--- src/sv/tlc_pkg.sv ---
`timescale 1ns / 1ps

package tlc_pkg;

  localparam int NEAR_DEPTH = 16;
  localparam int FAR_DEPTH  = 64;
  localparam int VALUE_BITS = 32;
  localparam int KEY_BITS   = 64;
  localparam int POS_BITS   = 7;
  localparam int NIDX_BITS  = 4;
  localparam int FIDX_BITS  = 6;

  // Operation codes
  localparam logic [1:0] OP_GET  = 2'd0;
  localparam logic [1:0] OP_PUT  = 2'd1;
  localparam logic [1:0] OP_DEL  = 2'd2;

  // Status codes
  localparam logic [1:0] ST_MISS = 2'd0;
  localparam logic [1:0] ST_NEAR = 2'd1;
  localparam logic [1:0] ST_FAR  = 2'd2;
  localparam logic [1:0] ST_DONE = 2'd3;

  // Register indexes
  localparam logic REG_NEAR_CAP = 1'b0;
  localparam logic REG_FAR_CAP  = 1'b1;

  typedef struct packed {
    logic [1:0]            operation;
    logic [KEY_BITS-1:0]   lookup_key;
    logic [VALUE_BITS-1:0] store_value;
  } req_t;

  typedef struct packed {
    logic [1:0]            status;
    logic [VALUE_BITS-1:0] read_value;
    logic                  spilled;
    logic                  dropped;
    logic [KEY_BITS-1:0]   dropped_key;
  } rsp_t;

  typedef enum logic [1:0] {
    CELL_HOLD,
    CELL_FRONT,
    CELL_REMOVE
  } cell_op_t;

  // Broadcast control for one chain of cells
  typedef struct packed {
    cell_op_t              kind;
    logic [POS_BITS-1:0]   pos;
    logic [POS_BITS-1:0]   fill;
    logic [KEY_BITS-1:0]   cmp_key;
    logic [KEY_BITS-1:0]   load_key;
    logic [VALUE_BITS-1:0] load_val;
  } cell_ctl_t;

  typedef enum logic [2:0] {
    S_IDLE,
    S_LOOK,
    S_ACT,
    S_SPILL_CHK,
    S_SPILL,
    S_PREP,
    S_RELOOK,
    S_REFRONT
  } state_t;

  // Lowest set flag: {found, index}
  function automatic logic [FIDX_BITS:0] first_hit(input logic [FAR_DEPTH-1:0] v);
    logic [FIDX_BITS:0] r;
    r = '0;
    for (int i = FAR_DEPTH - 1; i >= 0; i--) begin
      if (v[i]) begin
        r = {1'b1, FIDX_BITS'(i)};
      end
    end
    return r;
  endfunction

  function automatic logic [4:0] near_eff(input logic [4:0] c);
    logic [4:0] r;
    r = c;
    if (c == 5'd0) begin
      r = 5'd1;
    end else if (c > 5'(NEAR_DEPTH)) begin
      r = 5'(NEAR_DEPTH);
    end
    return r;
  endfunction

  function automatic logic [6:0] far_eff(input logic [6:0] c);
    logic [6:0] r;
    r = c;
    if (c == 7'd0) begin
      r = 7'd1;
    end else if (c > 7'(FAR_DEPTH)) begin
      r = 7'(FAR_DEPTH);
    end
    return r;
  endfunction

endpackage

--- src/sv/tlc_cell.sv ---
`timescale 1ns / 1ps

module tlc_cell (
  input  logic                                clk,
  input  tlc_pkg::cell_ctl_t                  ctl,
  input  logic [tlc_pkg::POS_BITS-1:0]        pos_id,
  input  logic [tlc_pkg::KEY_BITS-1:0]        left_key,
  input  logic [tlc_pkg::VALUE_BITS-1:0]      left_val,
  input  logic [tlc_pkg::KEY_BITS-1:0]        right_key,
  input  logic [tlc_pkg::VALUE_BITS-1:0]      right_val,
  output logic [tlc_pkg::KEY_BITS-1:0]        key,
  output logic [tlc_pkg::VALUE_BITS-1:0]      val,
  output logic                                match
);

  // Entry update: load at front, shift from left or right neighbour
  always_ff @(posedge clk) begin
    case (ctl.kind)
      tlc_pkg::CELL_FRONT: begin
        if (pos_id == '0) begin
          key <= ctl.load_key;
          val <= ctl.load_val;
        end else if (pos_id <= ctl.pos) begin
          key <= left_key;
          val <= left_val;
        end
      end
      tlc_pkg::CELL_REMOVE: begin
        if (pos_id >= ctl.pos) begin
          key <= right_key;
          val <= right_val;
        end
      end
      default: begin
      end
    endcase
  end

  // Only occupied entries take part in a search
  assign match = (pos_id < ctl.fill) && (key == ctl.cmp_key);

endmodule

--- config.mk ---
export PLATFORM = sky130hd
export DESIGN_NAME = tlc_cell
export DESIGN_NICKNAME = d
export VERILOG_FILES = /design/src/sv/tlc_pkg.sv /design/src/sv/tlc_cell.sv
export SDC_FILE = /design/constraint.sdc
export NUM_CORES = 1
export LEC_CHECK = 0
export BUFFER_PORTS_ARGS = -buffer_cell sky130_fd_sc_hd__buf_2
export CAP_MARGIN = 5
export CORE_AREA = 8 8 178 180
export DETAILED_ROUTE_END_ITERATION = 6
export DIE_AREA = 0 0 186 188
export HOLD_SLACK_MARGIN = 0.08
export PLACE_DENSITY = 0.46
export SLEW_MARGIN = 15
export SYNTH_ARGS = -nofsm -noshare
export SYNTH_HDL_FRONTEND = slang
export SYNTH_SLANG_ARGS = --single-unit
--- constraint.sdc ---
create_clock -name clk -period 8.7 [get_ports clk]
set_clock_uncertainty 0.15 [all_clocks]
set_input_delay 0.435 -clock clk [delete_from_list [all_inputs] [get_ports clk]]
set_output_delay 0.435 -clock clk [all_outputs]
set_load 0.02 [all_outputs]
==> run summary <==
First-pass GRT wire length: 38.4 mm
Avg Inst Size Synth: 10.7 sq um
Largest net degree at the start of global routing: 193
Max-slew headroom: 40.1%
GRT overflow: 0
# placed instances: 1390
Die Ht: 188 um
Final Max Slew Viols: 0
Ys async rst share: 0%
H-tree levels: 3
Overall routed net length: 26.8 mm
GP Congestion: 0.795
Tcrit/Tclk final: 36.3%
Core area: 29000 sq um
CTS Root Cell: clkbuf_16
Clk slew on worst S/H paths: 70 ps
Leak: 4.56 nW
Synthesized flop and latch total: 96
Pwr/cell area: 156 nW/um^2
Maxcap violations: 0
Outcome: complete, no violations
Fmax: 317 MHz
Drt first pass iters: 4
Total GRT Usage: 14.8%
Layout cells sized above 1: 48.5%
Crit path launch type: flop
Buffers on Ports: 472
Cell Area, Synth: 5920 sq um
YS warnings: 0
Synth cell types: 26
Layout overhead on the synthesized area: 51.1%
Grt met1 use: 16.4%
Cells on Worst Hold Path: 3
Maximum VDD drop: 73.7 uV
Post-Syn Instances: 555
RSZ-0062 raised after global routing: no
# clock sinks: 96
Initial core utilization: 20.4%
Via count: 5818
Post-synthesis sequential area ratio: 48.7%
Drt wl/cell: 19.1 um
Final Util: 30.9%
Clk buf depth: 2
Most used DFF post-synth: edfxtp_1
Setup crit end kind: output pin
Setup CP Type: reg2out
CTS resizes: 0
Min Tclk post-route: 3150 ps
Setup TNS: 0 ps
Setup bufs post-CTS: 0
CTS buffer count: 9
Met2 Track Usage GR: 25.5%
DRC errors left: 0
Nets@finish: 1400
Worst-Margin Slew: 898 ps
CTS tree: built
1st-iter DRT viols: 205
Final ANT Viol Nets: 0
Final Setup Violations: 0
Post-synth EDFFs: 96
Post-Syn Nets: 944
Die area: 35000 sq um
Final Hold Viols: 0
Number of global-route vias before repair: 6288
Crit-path max FO: 2
Row count: 63
Gr busiest metal: met2
# hold bufs at CTS: 0
Initial antenna violation count: 6
Post-layout instance count excluding filler cells: 1406
M3 GR Usage: 6.23%
Arr. time, crit path: 2570 ps
Hold path endpoint: val[30]
HPWL Detailed: 22.6 mm
Worst min-delay path startpoint: right_val[30]
Worst Hold Class: in2reg
I/O pins: 473
Critical Path RT: 8120 ps
Via density: 4.14
DIE WIDTH: 186 um
-- stage by stage --
| step | hold slack [ps] | worst slack [ps] | total power [mW] | instance area, sq um |
|---|---|---|---|---|
| after floorplan | 472 | 2370 | 0.817 | 5920 |
| after global placement | 565 | 5390 | 1.01 | 8670 |
| after detailed placement | 570 | 5400 | 1.02 | 8670 |
| after CTS | 184 | 5110 | 1.43 | 8950 |
| after global routing | 194 | 5220 | 1.48 | 8950 |
| final | 207 | 5550 | 1.40 | 8950 |
-- cell usage after synthesis (2+ instances only) --
master | count | share of area, %
a21oi_1 | 6 | 0.51
clkbuf_1 | 9 | 0.57
buf_1 | 3 | 0.19
ha_1 | 13 | 2.7
o21ai_1 | 79 | 6.7
buf_2 | 14 | 1.2
nor4_1 | 10 | 1.1
o21ai_0 | 21 | 1.8
nor3_1 | 2 | 0.17
nand2_1 | 100 | 6.3
buf_6 | 5 | 0.95
xor2_1 | 31 | 4.6
nand4_1 | 12 | 1.3
nor2b_1 | 2 | 0.21
inv_1 | 14 | 0.89
edfxtp_1 | 96 | 49
mux2i_1 | 96 | 16
xnor2_1 | 33 | 4.9
nand2b_1 | 2 | 0.21
-- cells in the final DEF (no fill, tap or decap), types with 2 or more instances in the layout --
master,count
buf_2,472
xor2_1,31
o21ai_1,78
ha_1,13
buf_4,3
mux2i_1,96
clkbuf_16,9
nand2b_1,2
nor3_1,2
nand4_1,12
a21oi_1,6
nor4_1,10
clkbuf_1,2
nand2_1,99
xnor2_1,33
edfxtp_1,96
inv_1,14
o21ai_0,21
-- where the power goes --
group          leakage (nW)  switching, mW  internal [mW]  total [mW]
sequential            0.886         0.0350          0.584       0.619
clock                 0.133          0.179          0.221       0.400
combinational          3.55          0.221          0.157       0.378
-- kinds of logic (layout without fill, tap and decap cells) --
logic type	count (synthesis)	in the layout	share of synthesized area (%)
mux	96	96	16.2
compound gates	110	110	9.52
flops	96	96	48.7
other cells	0	1	0
buf+inv	45	505	3.78
fa+ha+maj	13	13	2.75
xor+xnor	64	64	9.46
simple gates	131	131	9.61
-- metal layers --
layer  routed length [um]  share of wire (%)
met1                10100                 38
met4                  299                1.1
met5                   63               0.23
met3                 3090                 12
met2                13300                 49
-- layout make-up --
type	instances	area, sq um
diodes	1	2.50
multi-input cells	414	2840
clock inverters	4	46.3
flip-flops and latches	96	2880
fillers	3114	20100
repair buffers	476	2400
inverters	14	52.6
clock buffers	11	233
well taps	390	488
-- flip-flops by register name, indices dropped and copies added, names as in the netlist --
| register | cells |
|---|---|
| val | 32 |
| key | 64 |
-- worst max path at each step --
stage | from | endpoint | slack [ps] | depth (start not counted)
2_1_floorplan | ctl[168] | key[0] | 2370 | 7
3_3_place_gp | ctl[150] | match | 5390 | 6
3_5_place_dp | ctl[150] | match | 5400 | 6
4_1_cts | key[4] | match | 5110 | 5
5_1_grt | key[9] | match | 5220 | 6
6_report | key[54] | match | 5550 | 5
-- worst max-delay path: stages (launching register included) --
cell and delay, ps:
edfxtp_1 420, xor2_1 170, nor4_1 650, nand4_1 300
nor4_1 440, buf_2 240
No activity file was read; power rests on OpenSTA's default activity.
